$ cat config.mk
export PLATFORM = sky130hd
export DESIGN_NAME = signed_int_to_decimal_ascii_unit
export DESIGN_NICKNAME = d
export VERILOG_FILES = /design/src/design/sidac_pkg.sv /design/src/design/sidac_datapath.sv /design/src/design/sidac_ctrl.sv /design/src/design/signed_int_to_decimal_ascii_unit.sv
export SDC_FILE = /design/constraint.sdc
export NUM_CORES = 1
export LEC_CHECK = 0
export CAP_MARGIN = 20
export CORE_MARGIN = 2
export CORE_UTILIZATION = 69
export DETAILED_ROUTE_END_ITERATION = 8
export DONT_BUFFER_PORTS = 1
export PLACE_DENSITY = 0.84
export SLEW_MARGIN = 20
export SYNTH_ARGS = -nofsm -noshare
export SYNTH_HDL_FRONTEND = slang
export SYNTH_HIERARCHICAL = 1
export SYNTH_SLANG_ARGS = --single-unit
$ cat constraint.sdc
create_clock -name clk -period 7.75 [get_ports clk]
set_input_delay 0.775 -clock clk [delete_from_list [all_inputs] [get_ports clk]]
set_output_delay 0.775 -clock clk [all_outputs]
set_load 0.03 [all_outputs]
$ cat src/design/sidac_pkg.sv
// ----------------------------------------------------------------------------
// sidac_pkg
// Shared constants and control types for the signed integer to decimal
// ASCII unit.
// ----------------------------------------------------------------------------
package sidac_pkg;

  localparam int DEFAULT_VALUE_WIDTH = 32;
  localparam int CHAR_WIDTH = 7;
  localparam int OUT_DATA_WIDTH = 8;

  localparam logic [CHAR_WIDTH-1:0] ASCII_ZERO  = 7'd48;
  localparam logic [CHAR_WIDTH-1:0] ASCII_MINUS = 7'd45;

  typedef struct packed {
    logic load;
    logic step;
    logic shift;
    logic emit_sign;
  } sidac_cmd_t;

  typedef struct packed {
    logic cnt_last;
    logic top_zero;
    logic left_one;
    logic neg;
  } sidac_status_t;

endpackage

$ cat src/design/sidac_datapath.sv
// ----------------------------------------------------------------------------
// sidac_datapath
// Magnitude register, shift-add-3 bcd converter, step counter and
// digit shifter that feeds characters out most significant first.
// ----------------------------------------------------------------------------
module sidac_datapath #(
  parameter int VALUE_WIDTH = sidac_pkg::DEFAULT_VALUE_WIDTH
) (
  input  logic                                clk,
  input  logic                                rst_n,
  input  logic [VALUE_WIDTH-1:0]              in_value,
  input  sidac_pkg::sidac_cmd_t               cmd,
  output sidac_pkg::sidac_status_t            status,
  output logic [sidac_pkg::CHAR_WIDTH-1:0]    char_code
);

  localparam int NDIG = (VALUE_WIDTH * 30103) / 100000 + 1;
  localparam int BW   = 4 * NDIG;
  localparam int CW   = $clog2(VALUE_WIDTH + 1);
  localparam int DW   = $clog2(NDIG + 1);

  logic                   neg_r, neg_nxt;
  logic [VALUE_WIDTH-1:0] mag_r, mag_nxt;
  logic [BW-1:0]          bcd_r, bcd_nxt;
  logic [CW-1:0]          cnt_r, cnt_nxt;
  logic [DW-1:0]          left_r, left_nxt;
  logic [BW-1:0]          adj;
  logic [3:0]             top_digit;

  // add 3 to every digit of 5 or more before the shift
  always_comb begin
    for (int i = 0; i < NDIG; i++) begin
      if (bcd_r[4*i +: 4] >= 4'd5) begin
        adj[4*i +: 4] = bcd_r[4*i +: 4] + 4'd3;
      end else begin
        adj[4*i +: 4] = bcd_r[4*i +: 4];
      end
    end
  end

  always_comb begin
    neg_nxt  = neg_r;
    mag_nxt  = mag_r;
    bcd_nxt  = bcd_r;
    cnt_nxt  = cnt_r;
    left_nxt = left_r;
    if (cmd.load) begin
      neg_nxt  = in_value[VALUE_WIDTH-1];
      mag_nxt  = in_value[VALUE_WIDTH-1] ? (~in_value + 1'b1) : in_value;
      bcd_nxt  = '0;
      cnt_nxt  = CW'(VALUE_WIDTH);
      left_nxt = DW'(NDIG);
    end else if (cmd.step) begin
      bcd_nxt = {adj[BW-2:0], mag_r[VALUE_WIDTH-1]};
      mag_nxt = {mag_r[VALUE_WIDTH-2:0], 1'b0};
      cnt_nxt = cnt_r - 1'b1;
    end else if (cmd.shift) begin
      bcd_nxt  = {bcd_r[BW-5:0], 4'b0000};
      left_nxt = left_r - 1'b1;
    end
  end

  always_ff @(posedge clk) begin
    neg_r <= neg_nxt;
    mag_r <= mag_nxt;
    bcd_r <= bcd_nxt;
    if (!rst_n) begin
      cnt_r  <= '0;
      left_r <= '0;
    end else begin
      cnt_r  <= cnt_nxt;
      left_r <= left_nxt;
    end
  end

  assign top_digit = bcd_r[BW-1 -: 4];

  assign status.cnt_last = (cnt_r == CW'(1));
  assign status.top_zero = (top_digit == 4'd0);
  assign status.left_one = (left_r == DW'(1));
  assign status.neg      = neg_r;

  assign char_code = cmd.emit_sign ? sidac_pkg::ASCII_MINUS
                                   : sidac_pkg::ASCII_ZERO + {3'b000, top_digit};

endmodule

$ cat src/design/sidac_ctrl.sv
// ----------------------------------------------------------------------------
// sidac_ctrl
// Sequencer: load, bcd conversion steps, leading zero skip, sign and
// digit emission with output handshake.
// ----------------------------------------------------------------------------
module sidac_ctrl (
  input  logic                      clk,
  input  logic                      rst_n,
  input  logic                      in_tvalid,
  output logic                      in_tready,
  output logic                      out_tvalid,
  input  logic                      out_tready,
  output logic                      out_tlast,
  input  sidac_pkg::sidac_status_t  status,
  output sidac_pkg::sidac_cmd_t     cmd
);

  typedef enum logic [2:0] {
    ST_IDLE,
    ST_CONV,
    ST_SKIP,
    ST_SIGN,
    ST_EMIT
  } state_t;

  state_t state_r, state_nxt;

  always_comb begin
    state_nxt  = state_r;
    cmd        = '0;
    in_tready  = 1'b0;
    out_tvalid = 1'b0;
    out_tlast  = 1'b0;
    case (state_r)
      ST_IDLE: begin
        in_tready = 1'b1;
        if (in_tvalid) begin
          cmd.load  = 1'b1;
          state_nxt = ST_CONV;
        end
      end
      ST_CONV: begin
        cmd.step = 1'b1;
        if (status.cnt_last) begin
          state_nxt = ST_SKIP;
        end
      end
      ST_SKIP: begin
        if (status.top_zero && !status.left_one) begin
          cmd.shift = 1'b1;
        end else begin
          state_nxt = status.neg ? ST_SIGN : ST_EMIT;
        end
      end
      ST_SIGN: begin
        out_tvalid    = 1'b1;
        cmd.emit_sign = 1'b1;
        if (out_tready) begin
          state_nxt = ST_EMIT;
        end
      end
      ST_EMIT: begin
        out_tvalid = 1'b1;
        out_tlast  = status.left_one;
        if (out_tready) begin
          if (status.left_one) begin
            state_nxt = ST_IDLE;
          end else begin
            cmd.shift = 1'b1;
          end
        end
      end
      default: begin
        state_nxt = ST_IDLE;
      end
    endcase
  end

  always_ff @(posedge clk) begin
    if (!rst_n) begin
      state_r <= ST_IDLE;
    end else begin
      state_r <= state_nxt;
    end
  end

endmodule

$ cat src/design/signed_int_to_decimal_ascii_unit.sv
// ----------------------------------------------------------------------------
// signed_int_to_decimal_ascii_unit
// Converts one signed integer into its decimal ascii text, sign first,
// digits most significant first, no leading zeros, last character tlast.
// ----------------------------------------------------------------------------
// channel  dir  tdata                          tuser  tlast
// in       in   value [VALUE_WIDTH-1:0]        -      -
// out      out  char_code [6:0], zero [7]      -      is_last
//
// one request in idle, then one shift-add-3 step per value bit in the bcd
// converter, one shift per leading zero digit, then one character
// per cycle while out_tready is high, sign first when negative;
// out_tready stalls hold the sequence
// synchronous active-low reset returns the sequencer to idle
// in_tready is high only in idle; a stalled character holds its value
module signed_int_to_decimal_ascii_unit #(
  parameter int VALUE_WIDTH = sidac_pkg::DEFAULT_VALUE_WIDTH
) (
  input  logic                                   clk,
  input  logic                                   rst_n,
  input  logic                                   in_tvalid,
  output logic                                   in_tready,
  input  logic [((VALUE_WIDTH+7)/8)*8-1:0]       in_tdata,   // value
  output logic                                   out_tvalid,
  input  logic                                   out_tready,
  output logic [sidac_pkg::OUT_DATA_WIDTH-1:0]   out_tdata,  // char_code, zero pad
  output logic                                   out_tlast
);

  sidac_pkg::sidac_cmd_t              cmd;
  sidac_pkg::sidac_status_t           status;
  logic [sidac_pkg::CHAR_WIDTH-1:0]   char_code;

  sidac_ctrl u_ctrl (
    .clk        (clk),
    .rst_n      (rst_n),
    .in_tvalid  (in_tvalid),
    .in_tready  (in_tready),
    .out_tvalid (out_tvalid),
    .out_tready (out_tready),
    .out_tlast  (out_tlast),
    .status     (status),
    .cmd        (cmd)
  );

  sidac_datapath #(
    .VALUE_WIDTH (VALUE_WIDTH)
  ) u_datapath (
    .clk       (clk),
    .rst_n     (rst_n),
    .in_value  (in_tdata[VALUE_WIDTH-1:0]),
    .cmd       (cmd),
    .status    (status),
    .char_code (char_code)
  );

  assign out_tdata = {1'b0, char_code};

  a_no_overlap: assert property (@(posedge clk) disable iff (!rst_n)
    out_tvalid |-> !in_tready)
    else $error("request accepted while characters pending");

  a_quiet_after_load: assert property (@(posedge clk) disable iff (!rst_n)
    (in_tvalid && in_tready) |=> !out_tvalid)
    else $error("character before conversion finished");

  a_idle_after_last: assert property (@(posedge clk) disable iff (!rst_n)
    (out_tvalid && out_tready && out_tlast) |=> in_tready)
    else $error("not idle after last character");

  a_char_set: assert property (@(posedge clk) disable iff (!rst_n)
    out_tvalid |-> (out_tdata == 8'd45 || (out_tdata >= 8'd48 && out_tdata <= 8'd57)))
    else $error("character out of set");

endmodule
* Word-level counts from Yosys, hierarchy flattened *
Index checks and enable logic that the tools add are counted.

cells by class
  $add $sub $neg = 14
  magnitude comparators = 10
  equal/unequal tests = 13
  muxes and demuxes = 40
  bitwise gates (word level) = 3
  reductions and logical operators = 12

operators with widths
  operator               count
  $mux 32                3
  $mux 40                2
  $mux 4                 12
  $ge 4x3->1 const B     10
  $add 4x2->4 const B    9
  $add 32x1->32 const B  1
  $not 32->32            1
  $mux 3                 8
  $pmux 3 s5             1
  $mux 6                 2
  $mux 1                 10
  $ne 2x2->1 const B     5
  $add 6x4->7 const A    1
  $mux 7                 1
  $eq 3x2->1 const B     2
  $eq 6x1->1 const B     1
  $reduce_and 6->1       1
  $reduce_bool 2->1      3
  $sub 6x1->6 const B    1
  $eq 4x1->1 const B     1
  $logic_not 4->1        1
  $ne 2x1->1 const B     2
  $reduce_and 2->1       2
  $reduce_or 2->1        2
  9 further kinds        10

word-level totals
  bits in registers = 86

* Depth between registers and ports, before layout *
  word-level depth = 8
  depth in mapped cells = 11
  depth with buffers taken out = 10

* Hierarchy *
The synthesis kept the hierarchy.

modules (own cells, without submodules)
  module                            times used  cells an instance  area each (um^2)  seq. area each (um^2)
  sidac_datapath                    1           588                5,166.2           1,991.9
  sidac_ctrl                        1           35                 284.0             60.1
  signed_int_to_decimal_ascii_unit  1           2                  11.3              0.0

* Least setup slack after synthesis *
OpenSTA, ideal clock, no wires.

  kind = register -> register
  start = register u_ctrl.state_r[2]
  end = register u_datapath.mag_r[0], enable pin
  library setup time = 0.375 ns
  arrival time = 2.400 ns
  required time = 7.375 ns
  setup slack = 4.976 ns
  stages on the path, launching flop included = 7
  buffers on the path = 3
  period minus slack after synthesis = 2.774 ns
  cells stage by stage = dfxtp_1 > buf_6 > nor3_1 > and2_1 > clkbuf_1 > clkbuf_1 > or2_2

RTL lines
  element                   RTL line              RTL
  start: declaration        sidac_ctrl.sv:26      state_t state_r, state_nxt;
  start signal: assignment  sidac_ctrl.sv:83      state_r <= state_nxt;
  end signal: assignment    sidac_datapath.sv:65  mag_r <= mag_nxt;
  end: declaration          sidac_datapath.sv:23  logic [VALUE_WIDTH-1:0] mag_r, mag_nxt;

==> reports/metrics.cfg <==
[cts]
cts_buffer_depth=2
clockRootBuffer=clkbuf_8
clock-sinks=86
cts_resized=0
cts-htree-levels=3
post_cts_buffers=0
ctsHoldBuffers=0
clkLatencyLatePin_ns=0.36
cts_made_buffers=9
path_clk_slew_ns=0.09
cts_tree=built

[worst_hold_path]
hold_path.class=reg2reg
hold_start=u_datapath/cnt_r[1]

[global_routing]
grt_usage_pct=25.4
grt_pass1_wl_um=17900
antenna_found_initial=0
grt_max_degree=110
first_global_vias=3978
overflow=0

[synthesis]
synth_cell_types=51
syn-cell-area_mm2=0.00546
ys_seq_elements=86
synthesis.instances=625
ys_async_sr_fraction_pct=0
synth-seq-area-share_pct=37.6
syn_avg_cell_area_um2=8.74
yosys_warnings=6
synth_flop_cell=dfxtp_1
synth_edf_count=33
syn-num-nets=686

[worst_setup_path]
start_kind=register
cpPeakStageDelay_ns=0.99
endpoint_kind=register
reg2reg_from=u_ctrl/state_r[1]
worstPathArrival_ns=3.41
required_ns=7.74
crit_chain=nor3_1 > and2_4 > or2_2
startpoint=u_ctrl/state_r[1]
worst-setup-path-type=reg2reg
crit_fanout=109
critical-path-slowest-cell=and2_4

[status]
outcome=complete, no violations

[floorplanning]
io_pins=47
dieWidth_um=93.0
die_h_um=93.0
dieArea_mm2=0.00864
num_rows=32
initial_core_util_pct=71.0
core_mm2=0.00769

[route]
vias=4329
wirelength_um=10600
first_iter_violations=285
wire_per_inst_um=15.1
drt_pass1_iterations=5
drtAntennaViolNets=0
avgViaCountPerCell=6.13
drc_errors=0

[sta]
setup-violations-final=0
min_period_over_period_pct=44.2
finalHoldViolations=0
worst_pin_slew_ns=1.09
relSlewSlack_pct=27.5
grt_setup_unrepaired=no
fmax_ghz=0.292
maxSlewViolCount=0
tns_ns=0
clock_skew_ns=0.00869
period_needed_ns=3.42

[layout]
final_common_cell=nor2_1
multi_input_area_mm2=0.00314
antenna_cells=0
seqCellArea_mm2=0.00205
syn_to_final_growth_pct=4.10
fin_nets=660
drive_gt1_share_pct=6.79
num-fill-cells=590
final_cell_mix=80 x nor2_1, 66 x a21oi_1, 59 x a211oi_1, 53 x dfxtp_1, 33 x edfxtp_1
final_cell_area_mm2=0.00569

[placed_design]
dpl_cell_area_mm2=0.00545
portBuffers=0
post-dp-hpwl_um=7090
gp_congestion=0.806

[pwr]
power_leakage_nw=2.04
ir_drop_mv=0.147
p_per_area_mw_per_mm2=280

[flow_run]
cap_violations=0

routing by layer:
layer | global-route usage, % | wire (um)
met4 | 7.48 | 101
met1 | 35.2 | 5080
met2 | 40.1 | 4980
met3 | 5.37 | 478
met5 | 0 | 0
worst max-delay path, delay by kind of cell, from the launching register on:
kind,cells,cell delay (ns)
flip-flops,1,0.44
AND/OR/NAND/NOR,3,2.57
final timing paths:
path / endpoint / slack [ns] / cells after the start
min: u_datapath/cnt_r[1] / 0.50 / 2
min reg2reg: u_datapath/cnt_r[1] / 0.50 / 2
max reg2reg: u_datapath/mag_r[9] / 4.33 / 3
max: u_datapath/mag_r[9] / 4.33 / 3
through the flow:
stage / worst slack [ns] / power (W) / util [%] / std cells / hold WS (ns)
4_1_cts: 4.35 / 0.00159 / 74.0 / 706 / 0.494
2_1_floorplan: 4.98 / 0.00112 / - / 625 / 0.454
6_report: 4.33 / 0.00159 / 74.0 / 706 / 0.499
3_3_place_gp: 4.42 / 0.00119 / 70.8 / 690 / 0.479
5_1_grt: 4.14 / 0.00171 / 74.0 / 706 / 0.490
3_5_place_dp: 4.36 / 0.00122 / 70.8 / 690 / 0.485
where the power goes:
| part | internal (W) | leakage, nW | total [W] | switching, W |
|---|---|---|---|---|
| sequential | 0.000595 | 0.756 | 0.000689 | 0.0000943 |
| clock | 0.000203 | 0.118 | 0.000370 | 0.000167 |
| combinational | 0.000225 | 1.16 | 0.000532 | 0.000307 |
state kept, by name, indices dropped and copies added (netlist names):
signal,count
u_ctrl/state_r,3
u_datapath/bcd_r,40
u_datapath/cnt_r,6
u_datapath/left_r,4
u_datapath/mag_r,32
u_datapath/neg_r,1
logic make-up after synthesis:
| logic type | share of synthesized area [%] |
|---|---|
| multiplexers | 0.550 |
| flip-flops | 37.6 |
| buffers and inverters | 5.15 |
| adder cells (fa/ha/maj) | 5.73 |
| AO/OA/AOI/OAI | 22.8 |
| XOR/XNOR | 7.54 |
| other | 0.206 |
| AND/OR/NAND/NOR | 20.5 |
cell type report:
class                           instances  share of cell area, %
Multi-Input combinational cell        471                   55.3
Clock buffer                           10                   2.62
Timing Repair Buffer                    2                  0.264
Sequential cell                        86                   36.1
Inverter                               29                   1.91
Tap cell                              102                   2.24
Clock inverter                          6                   1.58
cells in the mapped netlist, drive strengths merged, types with 4 or more instances:
cell type	instances	area, um2
nor2	81	304
a21oi	66	330
a211oi	59	443
dfxtp	53	1060
edfxtp	33	991
xor2	31	272
inv	29	109
clkbuf	28	105
nand2	28	105
ha	25	313
o21ai	22	110
nor2b	21	131
nand2b	19	126
xnor2	16	140
nor3b	15	113
o31ai	13	97.6
buf	11	67.6
nor3	10	50.1
nor4	8	95.1
a311oi	6	52.6
o41ai	6	90.1
a32oi	4	35.0
nand4b	4	41.3
o21a	4	30.0
(Power assumes the default switching activity.)
